<file path="config.mk">
export PLATFORM = sky130hd
export DESIGN_NAME = min_heap_insert_delete_key
export DESIGN_NICKNAME = d
export VERILOG_FILES = /design/src/hw/rtl/mhik_pkg.sv /design/src/hw/rtl/mhik_ram.sv /design/src/hw/rtl/min_heap_insert_delete_key.sv
export VERILOG_INCLUDE_DIRS = /design/src /design/src/hw/rtl
export SDC_FILE = /design/constraint.sdc
export NUM_CORES = 2
export LEC_CHECK = 0
export BUFFER_PORTS_ARGS = -buffer_cell sky130_fd_sc_hd__clkbuf_2
export CORE_MARGIN = 2
export CORE_UTILIZATION = 50
export CTS_BUF_LIST = sky130_fd_sc_hd__clkbuf_4
export DETAILED_ROUTE_END_ITERATION = 7
export PLACE_DENSITY = 0.72
export SYNTH_ARGS = -nofsm -noshare
export SYNTH_HDL_FRONTEND = slang
export SYNTH_HIERARCHICAL = 1
export SYNTH_SLANG_ARGS = --single-unit
</file>
<file path="constraint.sdc">
create_clock -name clk -period 8.6 [get_ports clk]
set_clock_uncertainty 0.1 [all_clocks]
set_input_delay 0.86 -clock clk [delete_from_list [all_inputs] [get_ports clk]]
set_output_delay 0.86 -clock clk [all_outputs]
set_load 0.01 [all_outputs]
</file>
<file path="src/hw/rtl/min_heap_insert_delete_key_defines.svh">
// Assertion helpers for the heap block. Both sample on clk and stay quiet in reset.
`ifndef MIN_HEAP_INSERT_DELETE_KEY_DEFINES_SVH
`define MIN_HEAP_INSERT_DELETE_KEY_DEFINES_SVH

`ifndef SYNTHESIS
`define MHIK_ASSERT_SAME(lbl, ante, cons) \
    lbl: assert property (@(posedge clk) disable iff (!rst_n) (ante) |-> (cons)) \
        else $error("heap check failed");
`define MHIK_ASSERT_NEXT(lbl, ante, cons) \
    lbl: assert property (@(posedge clk) disable iff (!rst_n) (ante) |=> (cons)) \
        else $error("heap check failed");
`else
`define MHIK_ASSERT_SAME(lbl, ante, cons)
`define MHIK_ASSERT_NEXT(lbl, ante, cons)
`endif

`endif

</file>
<file path="src/hw/rtl/mhik_pkg.sv">
`default_nettype none

package mhik_pkg;

    localparam int CAPACITY_DEF = 64;
    localparam int DATA_W       = 32;
    localparam int COUNT_OUT_W  = 7;

    typedef enum logic [1:0] {
        ST_OK        = 2'd0,
        ST_EMPTY     = 2'd1,
        ST_NOT_FOUND = 2'd2,
        ST_FULL      = 2'd3
    } status_t;

    typedef enum logic {
        REQ_INSERT = 1'b0,
        REQ_DELETE = 1'b1
    } req_t;

endpackage

`default_nettype wire

</file>
<file path="src/hw/rtl/mhik_ram.sv">
`default_nettype none

// Simple dual-port store: one write, one registered read per cycle.
module mhik_ram
    import mhik_pkg::*;
#(
    parameter int DEPTH  = CAPACITY_DEF,
    parameter int ADDR_W = $clog2(CAPACITY_DEF)
)
(
    input  wire logic                     clk,
    input  wire logic                     wr_en,
    input  wire logic [ADDR_W-1:0]        wr_addr,
    input  wire logic signed [DATA_W-1:0] wr_data,
    input  wire logic                     rd_en,
    input  wire logic [ADDR_W-1:0]        rd_addr,
    output logic signed [DATA_W-1:0]      rd_data
);

    logic signed [DATA_W-1:0] mem [DEPTH];

    always_ff @(posedge clk)
    begin
        if (wr_en)
        begin
            mem[wr_addr] <= wr_data;
        end
    end

    always_ff @(posedge clk)
    begin
        if (rd_en)
        begin
            rd_data <= mem[rd_addr];
        end
    end

endmodule

`default_nettype wire

</file>
<file path="src/hw/rtl/min_heap_insert_delete_key.sv">
`default_nettype none

// Binary min-heap of signed 32-bit values, held in a one-read one-write store.
// Command channel: drive req_type and value with start; the request transfers
// on a rising edge where start is high and busy is low. req_type 0 inserts
// value, 1 removes the first stored entry equal to value.
// Result channel: done pulses for one cycle with status (ok, empty, not found,
// full), min_value (root, zero when empty) and entry_count. The receiver
// cannot stall; each result is valid only in its done cycle.
// Steps from the transfer to done:
//   insert: the new value rises from the end slot level by level, each larger
//           parent moving down into the hole, and is written where it stops
//   delete: entries are searched in order from index 0; unless the match was
//           the last entry, the last entry is fetched into the hole and
//           either rises or sinks level by level until it settles
//   full, empty or key missing: no sift; a missing key ends after the search.
// The store has a single read port: one entry is read per cycle, and a
// sift-down level reads the left child, then the right child if there is one.
// One request at a time; busy stays high until the result is posted.
// Reset empties the heap at once; store contents are not cleared.
module min_heap_insert_delete_key
    import mhik_pkg::*;
#(
    parameter int CAPACITY = CAPACITY_DEF
)
(
    input  wire logic                          clk,
    input  wire logic                          rst_n,
    input  wire logic                          start,
    output logic                               busy,
    input  wire logic                          req_type,
    input  wire logic signed [DATA_W-1:0]      value,
    output logic                               done,
    output logic [1:0]                         status,
    output logic signed [DATA_W-1:0]           min_value,
    output logic [COUNT_OUT_W-1:0]             entry_count
);

`include "min_heap_insert_delete_key_defines.svh"

    localparam int ADDR_W  = $clog2(CAPACITY);
    localparam int CNT_W   = $clog2(CAPACITY + 1);
    localparam int CHILD_W = ADDR_W + 2;

    typedef enum logic [3:0] {
        S_IDLE,
        S_SRCH,
        S_LAST_WT,
        S_UP_RD,
        S_UP_CMP,
        S_DN_L,
        S_DN_R,
        S_DN_CMP,
        S_FIN
    } state_t;

    state_t                   state_reg;
    logic [CNT_W-1:0]         count_reg;
    logic [CNT_W-1:0]         scan_reg;
    logic [ADDR_W-1:0]        cmp_idx_reg;
    logic                     cmp_vld_reg;
    logic [ADDR_W-1:0]        pos_reg;
    logic signed [DATA_W-1:0] cur_val_reg;
    logic signed [DATA_W-1:0] l_val_reg;
    logic                     r_ok_reg;
    logic                     try_dn_reg;
    logic signed [DATA_W-1:0] root_reg;
    status_t                  status_reg;

    logic                     done_reg;
    status_t                  status_out_reg;
    logic signed [DATA_W-1:0] min_out_reg;
    logic [COUNT_OUT_W-1:0]   cnt_out_reg;

    logic                     rd_en;
    logic [ADDR_W-1:0]        rd_addr;
    logic signed [DATA_W-1:0] rd_data;
    logic                     wr_en;
    logic [ADDR_W-1:0]        wr_addr;
    logic signed [DATA_W-1:0] wr_data;

    logic [CNT_W-1:0]         cnt_m1;
    logic                     accept;
    logic                     match;
    logic                     last_cmp;
    logic                     hit_last;
    logic                     scan_more;
    logic [ADDR_W-1:0]        parent;
    logic [CHILD_W-1:0]       lc;
    logic [CHILD_W-1:0]       rc;
    logic                     l_in;
    logic                     r_in;
    logic                     up_less;
    logic                     l_less;
    logic signed [DATA_W-1:0] l_best;
    logic                     r_less;
    logic                     dn_move;
    logic signed [DATA_W-1:0] dn_val;
    logic [ADDR_W-1:0]        dn_idx;

    mhik_ram #(
        .DEPTH  (CAPACITY),
        .ADDR_W (ADDR_W)
    ) u_ram (
        .clk     (clk),
        .wr_en   (wr_en),
        .wr_addr (wr_addr),
        .wr_data (wr_data),
        .rd_en   (rd_en),
        .rd_addr (rd_addr),
        .rd_data (rd_data)
    );

    assign busy   = (state_reg != S_IDLE);
    assign accept = start && !busy;

    assign cnt_m1    = count_reg - CNT_W'(1);
    assign match     = cmp_vld_reg && (rd_data == cur_val_reg);
    assign last_cmp  = cmp_vld_reg && (CNT_W'(cmp_idx_reg) == cnt_m1);
    assign hit_last  = (CNT_W'(cmp_idx_reg) == cnt_m1);
    assign scan_more = (scan_reg < count_reg);

    assign parent = (pos_reg - ADDR_W'(1)) >> 1;
    assign lc     = CHILD_W'({pos_reg, 1'b1});
    assign rc     = lc + CHILD_W'(1);
    assign l_in   = (lc < CHILD_W'(count_reg));
    assign r_in   = (rc < CHILD_W'(count_reg));

    assign up_less = (cur_val_reg < rd_data);
    assign l_less  = (l_val_reg < cur_val_reg);
    assign l_best  = l_less ? l_val_reg : cur_val_reg;
    assign r_less  = r_ok_reg && (rd_data < l_best);
    assign dn_move = l_less || r_less;
    assign dn_val  = r_less ? rd_data : l_val_reg;
    assign dn_idx  = r_less ? rc[ADDR_W-1:0] : lc[ADDR_W-1:0];

    // Store port control. The walk never reads an entry it wrote in the
    // same cycle (a parent or child of the hole, never the hole), so the
    // store needs no bypass.
    always_comb
    begin
        rd_en   = 1'b0;
        rd_addr = '0;
        wr_en   = 1'b0;
        wr_addr = pos_reg;
        wr_data = cur_val_reg;
        unique case (state_reg)
            S_SRCH:
            begin
                if (match)
                begin
                    if (!hit_last)
                    begin
                        rd_en   = 1'b1;
                        rd_addr = cnt_m1[ADDR_W-1:0];
                    end
                end
                else if (!last_cmp && scan_more)
                begin
                    rd_en   = 1'b1;
                    rd_addr = scan_reg[ADDR_W-1:0];
                end
            end
            S_UP_RD:
            begin
                if (pos_reg != '0)
                begin
                    rd_en   = 1'b1;
                    rd_addr = parent;
                end
                else if (!try_dn_reg)
                begin
                    wr_en = 1'b1;
                end
            end
            S_UP_CMP:
            begin
                if (up_less)
                begin
                    wr_en   = 1'b1;
                    wr_data = rd_data;
                end
                else if (!try_dn_reg)
                begin
                    wr_en = 1'b1;
                end
            end
            S_DN_L:
            begin
                if (l_in)
                begin
                    rd_en   = 1'b1;
                    rd_addr = lc[ADDR_W-1:0];
                end
                else
                begin
                    wr_en = 1'b1;
                end
            end
            S_DN_R:
            begin
                if (r_in)
                begin
                    rd_en   = 1'b1;
                    rd_addr = rc[ADDR_W-1:0];
                end
            end
            S_DN_CMP:
            begin
                wr_en   = 1'b1;
                wr_data = dn_move ? dn_val : cur_val_reg;
            end
            default:
            begin
            end
        endcase
    end

    always_ff @(posedge clk or negedge rst_n)
    begin
        if (!rst_n)
        begin
            state_reg      <= S_IDLE;
            count_reg      <= '0;
            done_reg       <= 1'b0;
            cmp_vld_reg    <= 1'b0;
            try_dn_reg     <= 1'b0;
            r_ok_reg       <= 1'b0;
            status_reg     <= ST_OK;
            status_out_reg <= ST_OK;
        end
        else
        begin
            done_reg <= 1'b0;
            if (wr_en && (wr_addr == '0))
            begin
                root_reg <= wr_data;
            end
            unique case (state_reg)
                S_IDLE:
                begin
                    if (accept)
                    begin
                        status_reg  <= ST_OK;
                        cur_val_reg <= value;
                        if (req_type == REQ_INSERT)
                        begin
                            if (count_reg == CNT_W'(CAPACITY))
                            begin
                                status_reg <= ST_FULL;
                                state_reg  <= S_FIN;
                            end
                            else
                            begin
                                pos_reg    <= count_reg[ADDR_W-1:0];
                                count_reg  <= count_reg + CNT_W'(1);
                                try_dn_reg <= 1'b0;
                                state_reg  <= S_UP_RD;
                            end
                        end
                        else if (count_reg == '0)
                        begin
                            status_reg <= ST_EMPTY;
                            state_reg  <= S_FIN;
                        end
                        else
                        begin
                            scan_reg    <= '0;
                            cmp_vld_reg <= 1'b0;
                            state_reg   <= S_SRCH;
                        end
                    end
                end
                S_SRCH:
                begin
                    if (match)
                    begin
                        count_reg <= cnt_m1;
                        pos_reg   <= cmp_idx_reg;
                        state_reg <= hit_last ? S_FIN : S_LAST_WT;
                    end
                    else if (last_cmp)
                    begin
                        status_reg <= ST_NOT_FOUND;
                        state_reg  <= S_FIN;
                    end
                    else
                    begin
                        cmp_vld_reg <= scan_more;
                        cmp_idx_reg <= scan_reg[ADDR_W-1:0];
                        if (scan_more)
                        begin
                            scan_reg <= scan_reg + CNT_W'(1);
                        end
                    end
                end
                S_LAST_WT:
                begin
                    cur_val_reg <= rd_data;
                    try_dn_reg  <= 1'b1;
                    state_reg   <= S_UP_RD;
                end
                S_UP_RD:
                begin
                    if (pos_reg != '0)
                    begin
                        state_reg <= S_UP_CMP;
                    end
                    else
                    begin
                        state_reg <= try_dn_reg ? S_DN_L : S_FIN;
                    end
                end
                S_UP_CMP:
                begin
                    if (up_less)
                    begin
                        pos_reg    <= parent;
                        try_dn_reg <= 1'b0;
                        state_reg  <= S_UP_RD;
                    end
                    else
                    begin
                        state_reg <= try_dn_reg ? S_DN_L : S_FIN;
                    end
                end
                S_DN_L:
                begin
                    state_reg <= l_in ? S_DN_R : S_FIN;
                end
                S_DN_R:
                begin
                    l_val_reg <= rd_data;
                    r_ok_reg  <= r_in;
                    state_reg <= S_DN_CMP;
                end
                S_DN_CMP:
                begin
                    if (dn_move)
                    begin
                        pos_reg   <= dn_idx;
                        state_reg <= S_DN_L;
                    end
                    else
                    begin
                        state_reg <= S_FIN;
                    end
                end
                S_FIN:
                begin
                    done_reg       <= 1'b1;
                    status_out_reg <= status_reg;
                    min_out_reg    <= (count_reg == '0) ? '0 : root_reg;
                    cnt_out_reg    <= COUNT_OUT_W'(count_reg);
                    state_reg      <= S_IDLE;
                end
                default:
                begin
                    state_reg <= S_IDLE;
                end
            endcase
        end
    end

    assign done        = done_reg;
    assign status      = status_out_reg;
    assign min_value   = min_out_reg;
    assign entry_count = cnt_out_reg;

    `MHIK_ASSERT_SAME(a_count_bound, 1'b1, count_reg <= CNT_W'(CAPACITY))
    `MHIK_ASSERT_SAME(a_write_in_range, wr_en, CNT_W'(wr_addr) < count_reg)
    `MHIK_ASSERT_NEXT(a_accept_busy, accept, busy)
    `MHIK_ASSERT_NEXT(a_fin_done, state_reg == S_FIN, done && !busy)
    `MHIK_ASSERT_SAME(a_full_count, done && (status == ST_FULL),
        entry_count == COUNT_OUT_W'(CAPACITY))

endmodule

`default_nettype wire
</file>
Yosys cells after proc, flatten, opt, wreduce, memory -nomap -nowiden
Memories as Yosys holds them, arrays and structs flattened. A register that Yosys moved wholly into a read port is not among the register bits.
Cells that the tools add are included.
{ "classes": {"n_mux": 80, "n_bitwise": 2, "reduce_logical": 30, "add_sub_neg": 5, "order_cmp": 6, "n_eq_ne": 24} }
{ "ops": {"columns": ["op", "n"], "rows": [
  ["two-way mux 32 bit", 5],
  ["one-hot mux 32 bit (2 select lines)", 2],
  ["< comparator 32 bit", 3],
  ["two-way mux 6 bit", 12],
  ["two-way mux 7 bit", 10],
  ["two-way mux 4 bit", 12],
  ["one-hot mux 6 bit (4 select lines)", 2],
  ["== test 32 bit", 1],
  ["one-hot mux 4 bit (8 select lines)", 1],
  ["one-hot mux 7 bit (2 select lines)", 2],
  ["!= test 2 bit (second input constant)", 12],
  ["two-way mux 1 bit", 23],
  ["== test 4 x 3 -> 1 bit (second input constant)", 4],
  ["AND reduction 8 bit", 2],
  ["adder 7 x 1 -> 7 bit (second input constant)", 2],
  ["< comparator 7 bit", 2],
  ["two-way mux 2 bit", 5],
  ["AND reduction 5 bit", 2],
  ["adder 7 x 1 -> 8 bit (second input constant)", 1],
  ["== test 4 x 2 -> 1 bit (second input constant)", 2],
  ["< comparator 8 x 7 -> 1 bit", 1],
  ["one-hot mux 1 bit (4 select lines)", 2],
  ["AND reduction 2 bit", 4],
  ["AND reduction 4 bit", 2],
  ["other kinds (24)", 33]
]} }
{ "totals": {"wordCells": 164, "ram_bits": 2048, "ff_bits": 173, "n_memories": 1} }
{ "mem_list": {"columns": ["name", "words", "width", "rd", "rd_ports_with_merged_regs", "wr", "line_no", "text"], "rows": [
  ["u_ram.mem", 64, 32, 1, 1, 1, "mhik_ram.sv:20", "logic signed [DATA_W-1:0] mem [DEPTH];"]
]} }

Depth between registers and ports, before layout
{ "depth": {"word_depth": 8, "mapped_depth": 21, "mapped_depth_nobuf": 19} }

Modules after synthesis
The synthesis kept the hierarchy.
{ "modules_own_cells": {"columns": ["module", "area_per_inst_um2", "cells_per_inst", "seq_area_each_um2", "n_inst"], "rows": [
  ["mhik_ram", 79044.6, 3503, 62459.9, 1],
  ["min_heap_insert_delete_key", 10959.3, 1026, 5099.9, 1]
]} }

Least setup slack after synthesis
No wires, ideal clock.
{ "synth_path": {"kind": "register to register", "from": "reg cur_val_reg[14]", "to": "reg root_reg[0] (data pin)", "period_less_slack_ns": 6.191, "t_arrival_ns": 5.723, "setup_ns": 0.369, "path_stages_with_launch": 22, "setup_slack_ns": 2.409, "path_buffers": 3, "path_cell_list": "edfxtp_1 > inv_1 > ha_1 > nand4_1 > or4_1 > a221o_1 > a31oi_1 > o22ai_1 > clkbuf_1 > clkbuf_1 > a21oi_1 > ha_1 > a21o_1 > a2111oi_0 > o21a_1 > nand3_1 > nor3_1 > o2111ai_2 > a41oi_4 > a21o_1 > buf_2 > a221o_1"} }
{ "synth_via": {"elab_chain_len": 7} }
{ "synth_lines": {"columns": ["element", "line_no", "text"], "rows": [
  ["start: declaration", "min_heap_insert_delete_key.sv:63", "logic signed [DATA_W-1:0] cur_val_reg;"],
  ["start signal: assignment", "min_heap_insert_delete_key.sv:245", "cur_val_reg <= value;"],
  ["start signal: assignment", "min_heap_insert_delete_key.sv:299", "cur_val_reg <= rd_data;"],
  ["< comparator 32 bit", "min_heap_insert_delete_key.sv:130", "assign l_less = (l_val_reg < cur_val_reg);"],
  ["two-way mux 32 bit", "min_heap_insert_delete_key.sv:131", "assign l_best = l_less ? l_val_reg : cur_val_reg;"],
  ["< comparator 32 bit", "min_heap_insert_delete_key.sv:132", "assign r_less = r_ok_reg && (rd_data < l_best);"],
  ["logical AND 1 bit", "min_heap_insert_delete_key.sv:132", null],
  ["two-way mux 32 bit / logical OR 1 bit (equally long branches)", "min_heap_insert_delete_key.sv:134, min_heap_insert_delete_key.sv:133", null],
  ["two-way mux 32 bit", "min_heap_insert_delete_key.sv:211", "wr_data = dn_move ? dn_val : cur_val_reg;"],
  ["one-hot mux 32 bit (2 select lines) (*)", "min_heap_insert_delete_key.sv:147", "unique case (state_reg)"],
  ["named net wr_data[0]", "min_heap_insert_delete_key.sv:80", "logic signed [DATA_W-1:0] wr_data;"],
  ["end signal: assignment", "min_heap_insert_delete_key.sv:237", "root_reg <= wr_data;"],
  ["end: declaration", "min_heap_insert_delete_key.sv:67", "logic signed [DATA_W-1:0] root_reg;"]
]} }
Mark *: on every way through the listed nets, which the timed path passes. The rest lies on a longest branch.
A chain may end at the register's enable or synchronous reset.

Final worst setup path
{ "layout_path": {"from": "reg cur_val_reg[14]", "to": "mem u_ram.mem[53][26] (data pin)"} }
{ "layout_via": {"elab_chain_len": 7} }
{ "layout_lines": {"columns": ["element", "line_no"], "rows": [
  ["< comparator 32 bit", "min_heap_insert_delete_key.sv:130"],
  ["two-way mux 32 bit", "min_heap_insert_delete_key.sv:131"],
  ["< comparator 32 bit", "min_heap_insert_delete_key.sv:132"],
  ["logical AND 1 bit", "min_heap_insert_delete_key.sv:132"],
  ["two-way mux 32 bit / logical OR 1 bit (equally long branches)", "min_heap_insert_delete_key.sv:134, min_heap_insert_delete_key.sv:133"],
  ["two-way mux 32 bit", "min_heap_insert_delete_key.sv:211"],
  ["one-hot mux 32 bit (2 select lines) (*)", "min_heap_insert_delete_key.sv:147"],
  ["named net wr_data[26]", "min_heap_insert_delete_key.sv:80"],
  ["end: declaration", "mhik_ram.sv:20"]
]} }
Marked as above.

==> impl_metrics.json <==
{
  "outcome": "finished, final reports clean",
  "syn_to_final_growth_pct": 13.0,
  "power_density_mw_per_mm2": 323,
  "avgSynthCellArea_um2": 19.9,
  "final_max_slew_viol_count": 0,
  "ant_nets": 0,
  "cts_buffers": 576,
  "wire_per_inst_um": 34.1,
  "routed_wl_um": 270000,
  "cts.sinks": 2253,
  "worst_pin_slew_ns": 1.40,
  "postCtsSetupRepairBufs": 0,
  "cts_tree": "yes",
  "rrSetupSlack_ns": 1.39,
  "hp-class": "input pin to flip-flop",
  "fp-row-count": 155,
  "layout_common_cells": "edfxtp_1, clkbuf_4, mux4_2, buf_4, mux2i_1",
  "largest_reg_flops": 2048,
  "core_region_area_mm2": 0.179,
  "clk_path_buf_depth": 4,
  "vias": 51500,
  "timing.final.crit_share_pct": 83.8,
  "fin_nets": 5332,
  "drtPass1Iterations": 6,
  "ir_drop_v": 0.000224,
  "rr_startpoint": "cur_val_reg[14]$_DFFE_PP_",
  "grt_pass1_vias": 50200,
  "cts_resized": 0,
  "worstRegToRegCells": 20,
  "numPortBuffers": 78,
  "min_period_ns": 7.21,
  "post-route-util_pct": 57.0,
  "hold_path_end": "cur_val_reg[18]$_DFFE_PP_",
  "startpoint_type": "flip-flop",
  "io_pins": 79,
  "die_area_mm2": 0.183,
  "final_common_cell": "edfxtp_1",
  "cts.clk_slew.worst_paths_ns": 0.06,
  "leakage_nw": 32.7,
  "cp.arrival_ns": 8.06,
  "overflow": 0,
  "synth-edff-count": 2234,
  "synth_ff_type": "edfxtp_1",
  "grt_max_degree": 66,
  "drt-initial-drc-count": 7713,
  "antenna_found_initial": 20,
  "clockRootBuffer": "clkbuf_4",
  "initial_core_util_pct": 50.4,
  "drc": 0,
  "fin_setup_tns_ns": 0,
  "post-place-cells": 6918,
  "synthesis.area_mm2": 0.0900,
  "cp-end-kind": "flip-flop",
  "hold_violations": 0,
  "setup_viol": 0,
  "async_flop_share_pct": 0.843,
  "place.gp.congestion": 0.953,
  "drv_cap": 0,
  "track_usage_pct": 29.3,
  "drive_gt1_share_pct": 32.6,
  "synth_seq_cells": 2253,
  "cp.required_ns": 9.45,
  "slew_headroom_pct": 6.50,
  "crit_type": "flip-flop to flip-flop",
  "total_power_mw": 32.9,
  "fp.dieW_um": 428,
  "yosysUniqueCellTypes": 69,
  "r2r-end": "u_ram/mem[53][26]$_DFFE_PP_",
  "yosysWarningCount": 6,
  "placed_cell_area_mm2": 0.0946,
  "synth_nets": 4682,
  "cp_max_fo": 65,
  "insertion_delay_ns": 1.44,
  "grt_pass1_wl_um": 376000,
  "hold_path_depth": 3,
  "via_per_inst": 6.50,
  "regMostFlops": "u_ram/mem",
  "min_from": "value[18]",
  "layout.cells.non_filler": 7919,
  "cts-hold-fix-buffers": 38,
  "die_y_um": 428,
  "rsz0062_at_grt": "no",
  "synthCells": 4529,
  "dpl.hpwl_um": 158000,
  "max_freq_mhz": 139,
  "yosysSeqAreaShare_pct": 75.1,
  "cts_max_level": 6,
  "fin_area_mm2": 0.102
}
==> area by class of cell <==
| cell class | count | area [µm²] |
|---|---|---|
| inverters | 83 | 312 |
| clock buffers | 825 | 6190 |
| flip-flops and latches | 2253 | 67600 |
| diodes | 23 | 57.6 |
| clock inverters | 115 | 553 |
| fillers | 13200 | 76900 |
| well taps | 2355 | 2950 |
| multi-input cells | 1950 | 21600 |
| repair buffers | 315 | 2490 |
==> routing by layer <==
metal,vias to the layer above,wire length (µm),part of all wire (%),global-route usage [%]
met5,-,36,0.013,0
met4,6,13200,4.9,14.2
met3,621,35100,13,8.26
met2,4004,126000,47,44.7
met1,26400,95300,35,39.0
li1,20500,-,-,-
==> where the power goes <==
part	internal, mW	switching, mW
sequential	12.9	0.412
clock	4.47	4.20
combinational	4.19	6.71
total	21.5	11.3
==> cell usage after synthesis (all sizes together) (82+ instances only) <==
master / number / area, µm²
nor2: 163 / 612
ha: 117 / 1460
nand3: 86 / 430
clkbuf: 116 / 435
mux2i: 129 / 1290
nand2: 121 / 454
inv: 83 / 312
edfxtp: 2234 / 67100
mux2: 82 / 923
mux4: 456 / 10300
buf: 127 / 718
o22ai: 88 / 551
==> worst max path at each step <==
stage,startpoint,endpoint,slack [ns],depth (start not counted)
2_1_floorplan,cur_val_reg[14]$_DFFE_PP_,root_reg[0]$_DFFE_PP_,2.41,21
3_3_place_gp,cur_val_reg[15]$_DFFE_PP_,u_ram/mem[38][31]$_DFFE_PP_,1.65,20
3_5_place_dp,cur_val_reg[15]$_DFFE_PP_,u_ram/mem[59][15]$_DFFE_PP_,1.56,21
4_1_cts,cur_val_reg[14]$_DFFE_PP_,u_ram/mem[32][31]$_DFFE_PP_,1.55,20
5_1_grt,cur_val_reg[31]$_DFFE_PP_,u_ram/mem[53][26]$_DFFE_PP_,1.01,20
6_report,cur_val_reg[14]$_DFFE_PP_,u_ram/mem[53][26]$_DFFE_PP_,1.39,20
==> worst max-delay path: stages, from the launching register on <==
cell and delay, ns:
edfxtp_1 0.38, inv_1 0.08, ha_1 0.32, nand4_1 0.21
or4_1 0.56, a221o_1 0.28, a31oi_1 0.24, o22ai_4 0.21
buf_4 0.30, a21oi_1 0.26, ha_1 0.30, and4_1 0.18
a2111oi_0 0.36, o21a_1 0.25, nand3_1 0.10, nor3_1 0.41
o2111ai_2 0.22, a41oi_4 0.26, a21o_1 0.14, buf_4 0.42
a221o_2 1.05
==> metrics by stage <==
step                      hold WS [ns]  setup WS (ns)
after floorplan                  0.323           2.41
after global placement           0.393           1.65
after detailed placement         0.402           1.56
after CTS                        0.180           1.55
after global routing             0.228           1.01
final                            0.268           1.39
==> logic make-up (layout without fill, tap and decap cells) <==
family | Yosys count | after routing | synth area share (%)
AO/OA/AOI/OAI | 483 | 483 | 3.88
XOR/XNOR | 31 | 31 | 0.302
adder cells (fa/ha/maj) | 117 | 117 | 1.63
buffers and inverters | 326 | 1338 | 1.63
flip-flops | 2253 | 2253 | 75.1
multiplexers | 667 | 667 | 13.9
other | 0 | 23 | 0
AND/OR/NAND/NOR | 652 | 652 | 3.63
(Power assumes the default switching activity.)
